--- config.mk ---
export PLATFORM = sky130hd
export DESIGN_NAME = adsb_field_decoder
export DESIGN_NICKNAME = d
export VERILOG_FILES = /design/src/design/adsbd_pkg.sv /design/src/design/adsbd_classify.sv /design/src/design/adsbd_callsign.sv /design/src/design/adsbd_fields.sv /design/src/design/adsb_field_decoder.sv
export SDC_FILE = /design/constraint.sdc
export NUM_CORES = 1
export LEC_CHECK = 0
export ABC_AREA = 1
export ABC_CLOCK_PERIOD_IN_PS = 4100
export BUFFER_PORTS_ARGS = -buffer_cell sky130_fd_sc_hd__buf_2
export CAP_MARGIN = 20
export CORE_AREA = 2 2 254 256
export CTS_CLUSTER_SIZE = 14
export DETAILED_ROUTE_END_ITERATION = 6
export DIE_AREA = 0 0 256 258
export HOLD_SLACK_MARGIN = 0.05
export SLEW_MARGIN = 20
export SYNTH_ARGS = -nofsm -noshare
export SYNTH_HDL_FRONTEND = slang
export SYNTH_SLANG_ARGS = --single-unit
--- constraint.sdc ---
create_clock -name clk -period 4.1 [get_ports clk]
set_input_delay 0.205 -clock clk [delete_from_list [all_inputs] [get_ports clk]]
set_output_delay 0.205 -clock clk [all_outputs]
set_load 0.005 [all_outputs]
--- src/design/adsbd_pkg.sv ---
// Package for the DF17 extended squitter field decoder.
// Holds the message class codes, the decode constants, the front-stage bundle
// and the 6-bit character map. No dependencies.
package adsbd_pkg;

  // Downlink format of an extended squitter
  localparam logic [4:0] DF_EXT_SQUITTER = 5'd17;
  // Type code of airborne velocity
  localparam logic [4:0] TC_VELOCITY = 5'd19;

  // Altitude is N * ALT_STEP - ALT_OFFSET feet
  localparam int ALT_STEP = 25;
  localparam int ALT_OFFSET = 1000;
  // Vertical rate step in ft/min, applied as a shift
  localparam int VR_STEP = 64;
  localparam int VR_SHIFT = $clog2(VR_STEP);

  // NIC value for messages without one
  localparam logic [3:0] NIC_NA = 4'd12;

  // Callsign characters with special handling
  localparam logic [7:0] CHAR_DROP = 8'h23;   // '#'
  localparam logic [7:0] CHAR_SPACE = 8'h5F;  // '_'
  localparam logic [7:0] CHAR_ALPHA_BASE = 8'h40;

  localparam int CALL_CHARS = 8;

  typedef enum logic [2:0] {
    CLS_NONE     = 3'd0,
    CLS_IDENT    = 3'd1,
    CLS_SURF_POS = 3'd2,
    CLS_AIR_POS  = 3'd3,
    CLS_VELOCITY = 3'd4,
    CLS_OTHER    = 3'd5
  } msg_class_t;

  // Everything the first stage extracts from one message
  typedef struct packed {
    msg_class_t                       cls;
    logic [4:0]                       tc;
    logic [2:0]                       sub;
    logic [CALL_CHARS-1:0][7:0]       chars;
    logic [CALL_CHARS-1:0]            keep;
    logic                             alt_en;
    logic [10:0]                      alt_n;
    logic [3:0]                       nic;
    logic [16:0]                      lat;
    logic [16:0]                      lon;
    logic                             vel_en;
    logic                             speed_sub;
    logic                             ew_sign;
    logic [9:0]                       ew_raw;
    logic                             ns_sign;
    logic [9:0]                       ns_raw;
    logic                             vr_sign;
    logic [8:0]                       vr_raw;
  } front_t;

  // 6-bit ident code to ASCII; unused codes give '#'
  function automatic logic [7:0] char_of(input logic [5:0] code);
    logic [7:0] ch;
    ch = CHAR_DROP;
    if (code inside {[6'd1:6'd26]}) begin
      ch = CHAR_ALPHA_BASE + {2'b00, code};
    end else if (code == 6'd32) begin
      ch = CHAR_SPACE;
    end else if (code inside {[6'd48:6'd57]}) begin
      // digits: the code equals the ASCII value
      ch = {2'b00, code};
    end
    return ch;
  endfunction

endpackage

--- src/design/adsbd_classify.sv ---
// First pipeline stage: message classification and bit slicing.
// Maps the callsign codes, extracts position and velocity raws, derives NIC.
// Depends on adsbd_pkg.
module adsbd_classify
  import adsbd_pkg::*;
(
  input  logic        clk,
  input  logic [7:0]  header,
  input  logic [55:0] payload,
  output front_t      front
);

  front_t front_next;

  // NIC from type code and the supplement-B bit
  function automatic logic [3:0] nic_of(input logic [4:0] tc, input logic supb);
    logic [3:0] n;
    case (tc)
      5'd18:   n = 4'd0;
      5'd17:   n = 4'd1;
      5'd16:   n = supb ? 4'd3 : 4'd2;
      5'd15:   n = 4'd4;
      5'd14:   n = 4'd5;
      5'd13:   n = 4'd6;
      5'd12:   n = 4'd7;
      5'd11:   n = supb ? 4'd9 : 4'd8;
      5'd10:   n = 4'd10;
      5'd9:    n = 4'd11;
      default: n = NIC_NA;
    endcase
    return n;
  endfunction

  // Slice the ME field by class
  always_comb begin
    front_next = '0;
    front_next.cls = CLS_NONE;
    front_next.nic = NIC_NA;
    if (header[7:3] == DF_EXT_SQUITTER) begin
      front_next.tc = payload[55:51];
      if (front_next.tc inside {[5'd1:5'd4]}) begin
        front_next.cls = CLS_IDENT;
        front_next.sub = payload[50:48];
        for (int k = 0; k < CALL_CHARS; k++) begin
          front_next.chars[k] = char_of(payload[47-6*k -: 6]);
          front_next.keep[k] = (front_next.chars[k] != CHAR_DROP);
        end
      end else if (front_next.tc inside {[5'd5:5'd18]}) begin
        front_next.cls = (front_next.tc <= 5'd8) ? CLS_SURF_POS : CLS_AIR_POS;
        front_next.sub = {2'b00, payload[34]};
        front_next.lat = payload[33:17];
        front_next.lon = payload[16:0];
        if (front_next.cls == CLS_AIR_POS) begin
          front_next.alt_en = payload[40];
          front_next.alt_n = {payload[47:41], payload[39:36]};
          front_next.nic = nic_of(front_next.tc, payload[48]);
        end
      end else if (front_next.tc == TC_VELOCITY) begin
        front_next.cls = CLS_VELOCITY;
        front_next.sub = payload[50:48];
        front_next.vel_en = 1'b1;
        front_next.speed_sub = (payload[50:48] == 3'd1) || (payload[50:48] == 3'd2);
        front_next.ew_sign = payload[42];
        front_next.ew_raw = payload[41:32];
        front_next.ns_sign = payload[31];
        front_next.ns_raw = payload[30:21];
        front_next.vr_sign = payload[19];
        front_next.vr_raw = payload[18:10];
      end else begin
        front_next.cls = CLS_OTHER;
      end
    end
  end

  always_ff @(posedge clk) begin
    front <= front_next;
  end

endmodule

--- src/design/adsbd_callsign.sv ---
// Callsign compaction, stages two to four: kept-character positions,
// packing into bytes, removal of one trailing '_'.
// Depends on adsbd_pkg.
module adsbd_callsign
  import adsbd_pkg::*;
(
  input  logic                       clk,
  input  logic [CALL_CHARS-1:0][7:0] chars,
  input  logic [CALL_CHARS-1:0]      keep,
  output logic [63:0]                callsign_text,
  output logic [3:0]                 callsign_length
);

  // Stage two registers
  logic [CALL_CHARS-1:0][7:0] chars2;
  logic [CALL_CHARS-1:0]      keep2;
  logic [CALL_CHARS-1:0][2:0] pos2;
  logic [3:0]                 len2;
  logic [CALL_CHARS-1:0][2:0] pos_next;
  logic [3:0]                 len_next;

  // Stage three registers
  logic [CALL_CHARS-1:0][7:0] bytes3;
  logic [3:0]                 len3;
  logic [CALL_CHARS-1:0][7:0] bytes_next;

  // Stage four
  logic [2:0]                 last_idx;
  logic                       trim;
  logic [CALL_CHARS-1:0][7:0] trimmed;
  logic [63:0]                text_next;

  // Output slot of each kept character: count of kept ones before it
  always_comb begin
    len_next = '0;
    for (int k = 0; k < CALL_CHARS; k++) begin
      pos_next[k] = len_next[2:0];
      len_next = len_next + {3'b000, keep[k]};
    end
  end

  always_ff @(posedge clk) begin
    chars2 <= chars;
    keep2 <= keep;
    pos2 <= pos_next;
    len2 <= len_next;
  end

  // Gather characters into their slots
  always_comb begin
    bytes_next = '0;
    for (int j = 0; j < CALL_CHARS; j++) begin
      for (int k = 0; k < CALL_CHARS; k++) begin
        if (keep2[k] && (pos2[k] == 3'(j))) begin
          bytes_next[j] = bytes_next[j] | chars2[k];
        end
      end
    end
  end

  always_ff @(posedge clk) begin
    bytes3 <= bytes_next;
    len3 <= len2;
  end

  // Drop a trailing '_'; a length of eight wraps to slot seven
  always_comb begin
    last_idx = len3[2:0] - 3'd1;
    trim = (len3 != 4'd0) && (bytes3[last_idx] == CHAR_SPACE);
    trimmed = bytes3;
    if (trim) begin
      trimmed[last_idx] = 8'h00;
    end
    for (int j = 0; j < CALL_CHARS; j++) begin
      text_next[63-8*j -: 8] = trimmed[j];
    end
  end

  always_ff @(posedge clk) begin
    callsign_text <= text_next;
    callsign_length <= trim ? (len3 - 4'd1) : len3;
  end

endmodule

--- src/design/adsbd_fields.sv ---
// Numeric fields, stages two to four: altitude scaling, NIC and CPR pass,
// velocity components and vertical rate. Also carries class and codes.
// Depends on adsbd_pkg.
module adsbd_fields
  import adsbd_pkg::*;
(
  input  logic               clk,
  input  front_t             front,
  output logic [2:0]         msg_class,
  output logic [4:0]         type_code,
  output logic [2:0]         sub_code,
  output logic signed [16:0] altitude_ft,
  output logic [3:0]         nic,
  output logic [16:0]        cpr_lat,
  output logic [16:0]        cpr_lon,
  output logic signed [10:0] vel_east,
  output logic signed [10:0] vel_north,
  output logic signed [15:0] vert_rate
);

  // Stage two
  msg_class_t         cls2;
  logic [4:0]         tc2;
  logic [2:0]         sub2;
  logic               alt_en2;
  logic [15:0]        alt_prod2;
  logic [3:0]         nic2;
  logic [16:0]        lat2;
  logic [16:0]        lon2;
  logic signed [10:0] ew2;
  logic signed [10:0] ns2;
  logic               ew_neg2;
  logic               ns_neg2;
  logic signed [9:0]  vr2;
  logic               vr_neg2;

  // Stage three
  msg_class_t         cls3;
  logic [4:0]         tc3;
  logic [2:0]         sub3;
  logic signed [16:0] alt3;
  logic [3:0]         nic3;
  logic [16:0]        lat3;
  logic [16:0]        lon3;
  logic signed [10:0] ew3;
  logic signed [10:0] ns3;
  logic signed [15:0] vr3;
  logic signed [15:0] vr_scaled;

  // Altitude product, component magnitudes minus one (speed subtypes only)
  always_ff @(posedge clk) begin
    cls2 <= front.cls;
    tc2 <= front.tc;
    sub2 <= front.sub;
    alt_en2 <= front.alt_en;
    alt_prod2 <= 16'(front.alt_n) * 16'(ALT_STEP);
    nic2 <= front.nic;
    lat2 <= front.lat;
    lon2 <= front.lon;
    ew2 <= front.speed_sub ? ($signed({1'b0, front.ew_raw}) - 11'sd1)
                           : $signed({1'b0, front.ew_raw});
    ns2 <= front.speed_sub ? ($signed({1'b0, front.ns_raw}) - 11'sd1)
                           : $signed({1'b0, front.ns_raw});
    ew_neg2 <= front.speed_sub & front.ew_sign;
    ns_neg2 <= front.speed_sub & front.ns_sign;
    vr2 <= front.vel_en ? ($signed({1'b0, front.vr_raw}) - 10'sd1) : 10'sd0;
    vr_neg2 <= front.vel_en & front.vr_sign;
  end

  assign vr_scaled = 16'(vr2) <<< VR_SHIFT;

  // Altitude offset, sign application
  always_ff @(posedge clk) begin
    cls3 <= cls2;
    tc3 <= tc2;
    sub3 <= sub2;
    alt3 <= alt_en2 ? ($signed({1'b0, alt_prod2}) - 17'(ALT_OFFSET)) : -17'sd1;
    nic3 <= nic2;
    lat3 <= lat2;
    lon3 <= lon2;
    ew3 <= ew_neg2 ? -ew2 : ew2;
    ns3 <= ns_neg2 ? -ns2 : ns2;
    vr3 <= vr_neg2 ? -vr_scaled : vr_scaled;
  end

  // Output registers, aligned with the callsign path
  always_ff @(posedge clk) begin
    msg_class <= cls3;
    type_code <= tc3;
    sub_code <= sub3;
    altitude_ft <= alt3;
    nic <= nic3;
    cpr_lat <= lat3;
    cpr_lon <= lon3;
    vel_east <= ew3;
    vel_north <= ns3;
    vert_rate <= vr3;
  end

endmodule

--- src/design/adsb_field_decoder.sv ---
// Top level of the DF17 extended squitter field decoder.
// Instantiates adsbd_classify, adsbd_callsign and adsbd_fields; uses adsbd_pkg.
//
// Usage:
//   Input: drive header and payload and raise start for one cycle per message.
//   A transaction is taken at each rising edge where start is high and busy is
//   low. busy is always low: the four-stage pipeline takes a message every cycle.
//   Output: every accepted message gives exactly one result, shown on the
//   result ports for one cycle with done high.
//   The pipeline stages are, in order: slicing and character mapping, slot
//   counting and altitude multiply, byte packing and sign handling,
//   trailing-space trim into the output registers.
//   Throughput is one message per cycle.
//   The receiver cannot stall; it must take each result in its done cycle.
//   Reset (rst, synchronous) clears the valid bits, dropping messages in
//   flight; no results appear until new messages arrive.
module adsb_field_decoder
  import adsbd_pkg::*;
(
  input  logic               clk,
  input  logic               rst,
  input  logic               start,
  output logic               busy,
  input  logic [7:0]         header,
  input  logic [55:0]        payload,
  output logic               done,
  output logic [2:0]         msg_class,
  output logic [4:0]         type_code,
  output logic [2:0]         sub_code,
  output logic [63:0]        callsign_text,
  output logic [3:0]         callsign_length,
  output logic signed [16:0] altitude_ft,
  output logic [3:0]         nic,
  output logic [16:0]        cpr_lat,
  output logic [16:0]        cpr_lon,
  output logic signed [10:0] vel_east,
  output logic signed [10:0] vel_north,
  output logic signed [15:0] vert_rate
);

  localparam int STAGES = 4;

  front_t             front;
  logic [STAGES-1:0]  valid;
  logic               accept;

  assign busy = 1'b0;
  assign accept = start && !busy;

  // Valid bits travel with the data
  always_ff @(posedge clk) begin
    if (rst) begin
      valid <= '0;
    end else begin
      valid <= {valid[STAGES-2:0], accept};
    end
  end

  assign done = valid[STAGES-1];

  adsbd_classify u_classify (
    .clk     (clk),
    .header  (header),
    .payload (payload),
    .front   (front)
  );

  adsbd_callsign u_callsign (
    .clk             (clk),
    .chars           (front.chars),
    .keep            (front.keep),
    .callsign_text   (callsign_text),
    .callsign_length (callsign_length)
  );

  adsbd_fields u_fields (
    .clk         (clk),
    .front       (front),
    .msg_class   (msg_class),
    .type_code   (type_code),
    .sub_code    (sub_code),
    .altitude_ft (altitude_ft),
    .nic         (nic),
    .cpr_lat     (cpr_lat),
    .cpr_lon     (cpr_lon),
    .vel_east    (vel_east),
    .vel_north   (vel_north),
    .vert_rate   (vert_rate)
  );

  // Every accepted transaction yields a result
  a_result_follows: assert property (@(posedge clk) disable iff (rst)
    accept |-> ##4 done)
    else $error("accepted transaction gave no result");

  // No result without an accepted transaction
  a_no_spurious: assert property (@(posedge clk) disable iff (rst)
    done |-> $past(accept, 4))
    else $error("result without a transaction");

  // Callsign appears only on identification results
  a_callsign_ident: assert property (@(posedge clk) disable iff (rst)
    done && (msg_class != CLS_IDENT) |-> (callsign_length == 4'd0) && (callsign_text == 64'd0))
    else $error("callsign on a non-ident result");

  // Unused text bytes are zero; an empty callsign has empty text
  a_empty_text: assert property (@(posedge clk) disable iff (rst)
    done && (callsign_length == 4'd0) |-> (callsign_text == 64'd0))
    else $error("text without characters");

  // Altitude and NIC only for airborne position
  a_alt_nic: assert property (@(posedge clk) disable iff (rst)
    done && (msg_class != CLS_AIR_POS) |-> (altitude_ft == -17'sd1) && (nic == NIC_NA))
    else $error("altitude or NIC outside airborne position");

endmodule
==> results summary <==
The end of the worst register-to-register path is u_callsign.len2[3]. The violation count after the first detailed-route iteration is 1163. The fraction of the cycle the final worst path needs came out at 80.2%. In the layout the commonest cells are 665 x sky130_fd_sc_hd__dfxtp_1, 519 x sky130_fd_sc_hd__nand2_1, 323 x sky130_fd_sc_hd__inv_1, 224 x sky130_fd_sc_hd__nor2_1, 222 x sky130_fd_sc_hd__buf_2.

The worst setup path is captured at a flop. The net switching power came out at between 2 and 3 mW. The relative contribution of the clock network to total power is 49.8%. The cell-internal power came out at about 11 mW. The number of remaining DRC errors came out at 0. The count of cells resized by post-cts repair came out at 0.

The width of the die came out at 256 um. Yosys mapped the design onto 37 distinct sky130hd cell types. The worst-case reg-to-reg path depth is 14. The area used by multi-input combinational logic is between 7000 and 8000 um2. The share of total power in combinational logic came out at 1.7%. The hold path startpoint is header[5]. Relative to the synthesized area, the layout overhead comes to 23.0%. CTS saw approximately 670 sinks. The first-pass detailed-route iteration total is 5.

The die extent in y is 258 um. The final hold violation count came out at 0. For this run, the number of Yosys warnings is 0. Entering global routing, the biggest net connects 53 pins. The fill cell instance count of the final layout is 6284. Synthesis inferred 665 register bits. The worst hold path terminates at u_classify.front[163]. The post-CTS clock slew at the launch and capture registers of the worst setup and hold paths is 0.06 ns. The top flip-flop cell by instance count after synthesis is sky130_fd_sc_hd__dfxtp_1.

The total number of placement rows is 93. Setup repair after global routing left no endpoint under its margin. The worst setup path is of the flop to flop kind. Data on the critical path arrives at its endpoint at about 3.8 ns. For this run, the top clock speed supported by timing is 0.304 GHz. TritonCTS built the clock tree. The worst setup path is launched from a flop. On the critical path, the stage with the largest delay is an instance of sky130_fd_sc_hd__fa_1. The worst voltage drop across the vdd grid came out at 0.000281 V. The detailed-route via count is approximately 17000.

The library cell used most frequently in the layout, excluding fill and tap cells, is sky130_fd_sc_hd__dfxtp_1. For this design the static power due to leakage is 12.7 nW. The routed wirelength normalized by instance count is 15.3 um. The maximum fanout encountered on the critical timing path is 4. Of the cells placed in the final design, the portion with a size suffix greater than 1 is 13.2%. The quantity of I/O buffers inserted on ports came out at 222. The sequential share of the synthesized area is 60.6%.

In the final design database the tool counted 2868 nets. The post-layout total power is 13.4 mW. The final routed wirelength across all metal layers is around 56000 um.

The first global-routing pass estimated 87000 um of wire. The post-synthesis async set-or-reset flop share is 0%. The count of pins over their slew limit is 0. The power density over the cells came out at 496 nW/um2. The die footprint is 66000 um2. A synthesized cell averages 9.06 um2. The buffer levels on the longest clock path is 3. Synthesis handed over a netlist of 2424 instances. Measured against its own limit, the worst slew margin works out to 25.5%. The instance count after placement with tap cells included came out at between 3000 and 4000. For the pin with the worst max-slew slack, the measured transition is about 1.1 ns.

The data required time of the worst path is 4.59 ns. For this run, the slowest stage of the critical path takes between 0.4 and 0.5 ns. The final critical path time including I/O delays and setup came out at 3.29 ns. The number of I/O pins is 241. The detailed placer's ending HPWL is 40500 um. The worst register-to-register path begins at u_classify.front[84]. The sequential fraction of design power came out at 48.4%. Routability-driven placement finished with a final weighted congestion of 0.950.

The via-per-instance ratio is 4.53. The core region is 63600 um2. The count of nets left with antenna violations once routing finished came out at 0. Global routing finished with a remaining overflow of 0. The post-placement setup slack is roughly 0.84 ns. The clock latency on the worst-skew pair is 0.62 ns.

The number of flops mapped to enable cells by yosys is 0. On the final layout, the worst clock skew is 0.0359 ns. The setup slack of the worst register-to-register path is 0.81 ns. Buffers inserted during clock tree synthesis total 69.

The clock tree root buffer cell is sky130_fd_sc_hd__clkbuf_16. Across every metal layer, demand over resource in global routing totals 16.8%. The hold slack came out at 0.0979 ns. The worst hold path stage count is 4.

The final non-filler cell total came out at 3644. The sequential cells in the finished layout cover a total of 13300 um2. The initial core utilization is 34.5%. Max-cap violations in this run came to 0. The number of global-route vias before repair was 15900.

Setup violations remaining at the end of the flow were counted as 0. The initial antenna violation count is 5. The worst hold-check path type is input port to flop. The summed instance area of the synthesized netlist came out at 22000 um2. Summed over all failing endpoints, the final setup total negative slack is 0 ns. The fraction of power spent switching nets came out at 20.4%. The run finished with clean final reports. The critical path goes through inv_1 -> fa_1 -> inv_1 -> ha_1 -> inv_1 -> fa_1 -> inv_1 -> ha_1 -> ha_1 -> ha_1 -> xor2_1 -> nor2_1 -> nand3_1 -> nand2_1.

The minimum setup slack in the final design came out at 0.813 ns. The H-tree was split into 3 levels.
-- per-layer routing --
| layer | up-vias | routed length [um] | global-route usage (%) | share of wire (%) |
|---|---|---|---|---|
| li1 | 8335 | - | - | - |
| met1 | 7483 | 24700 | 21.6 | 44 |
| met2 | 531 | 25100 | 26.9 | 45 |
| met3 | 149 | 4160 | 4.07 | 7.5 |
| met4 | 6 | 1890 | 7.03 | 3.4 |
| met5 | - | 34 | 0 | 0.061 |
-- timing repair --
item | 4_1_cts | 5_1_grt
hold buffers | 61 | 0
buffers inserted | 0 | 0
hold endpoints to repair | 146 | 0
-- per-stage QoR --
stage               instance area, um2  utilization [%]
floorplan                        22000                -
global placement                 23900             37.6
detailed placement               23900             37.6
CTS                              27000             42.4
global route                     27000             42.5
finish                           27000             42.5
-- how the worst max path moves through the flow --
stage	from	end	cells past startpoint
after floorplan	u_classify.front[84]	u_callsign.len2[3]	14
after global placement	u_classify.front[84]	u_callsign.len2[3]	14
after detailed placement	u_classify.front[84]	u_callsign.len2[3]	14
after CTS	u_classify.front[84]	u_callsign.len2[3]	14
after global routing	u_classify.front[84]	u_callsign.len2[3]	14
final	u_classify.front[84]	u_callsign.len2[3]	14
-- final cells by class --
class	count	area share [%]
Antenna cell	2	0.0185
Clock buffer	86	7.07
Clock inverter	36	2.09
Inverter	326	4.53
Multi-Input combinational cell	1381	26.4
Sequential cell	665	49.3
Tap cell	855	3.96
Timing Repair Buffer	293	6.65
-- synth_stat cells (16+ instances only) --
| master | n | area share (%) |
|---|---|---|
| sky130_fd_sc_hd__a221oi_1 | 16 | 0.64 |
| sky130_fd_sc_hd__o22ai_1 | 23 | 0.66 |
| sky130_fd_sc_hd__a21oi_1 | 109 | 2.5 |
| sky130_fd_sc_hd__inv_1 | 323 | 5.5 |
| sky130_fd_sc_hd__dfxtp_1 | 665 | 61 |
| sky130_fd_sc_hd__nor2_1 | 224 | 3.8 |
| sky130_fd_sc_hd__clkbuf_1 | 17 | 0.29 |
| sky130_fd_sc_hd__ha_1 | 57 | 3.2 |
| sky130_fd_sc_hd__o221ai_1 | 28 | 1.1 |
| sky130_fd_sc_hd__nand3_1 | 116 | 2.6 |
| sky130_fd_sc_hd__xor2_1 | 41 | 1.6 |
| sky130_fd_sc_hd__o2111ai_1 | 20 | 0.80 |
| sky130_fd_sc_hd__o21ai_0 | 77 | 1.8 |
| sky130_fd_sc_hd__nand2_1 | 519 | 8.9 |
| sky130_fd_sc_hd__buf_2 | 28 | 0.64 |
| sky130_fd_sc_hd__xnor2_1 | 20 | 0.80 |
| sky130_fd_sc_hd__nand4_1 | 33 | 0.94 |
| sky130_fd_sc_hd__nor3_1 | 33 | 0.75 |
-- power groups by stage --
stage	Clock, mW	Combinational (mW)	Sequential, mW
global route	7.14	0.262	6.49
global placement	0	0.184	6.64
floorplan	0	0.111	6.63
detailed placement	0	0.184	6.64
finish	6.68	0.235	6.49
CTS	6.88	0.234	6.49
-- registers in the layout (all words and copies together), names as in the netlist, 56 cells and up --
signal,cells
u_callsign.chars2,56
u_callsign.bytes3,56
u_classify.front,159
u_callsign.callsign_text,56
-- kinds of logic (layout without fill, tap and decap cells) --
family / after synthesis / after routing / share of synthesized area, %
fa+ha+maj: 65 / 65 / 3.98
compound gates: 293 / 293 / 8.09
xor+xnor: 61 / 61 / 2.43
flops: 665 / 665 / 60.6
simple gates: 947 / 947 / 17.8
other cells: 1 / 17 / 0.0171
buf+inv: 392 / 741 / 7.12
-- worst max-delay path: cells and delay by family, from the launching register on --
family                     cells  cell delay, ns
xor gates and xnor gates       1            0.29
adders and majority gates      6            2.02
buffers and inverters          4            0.31
DFF                            1            0.36
and+or+nand+nor                3            0.21
No activity file was read; power rests on OpenSTA's default activity.
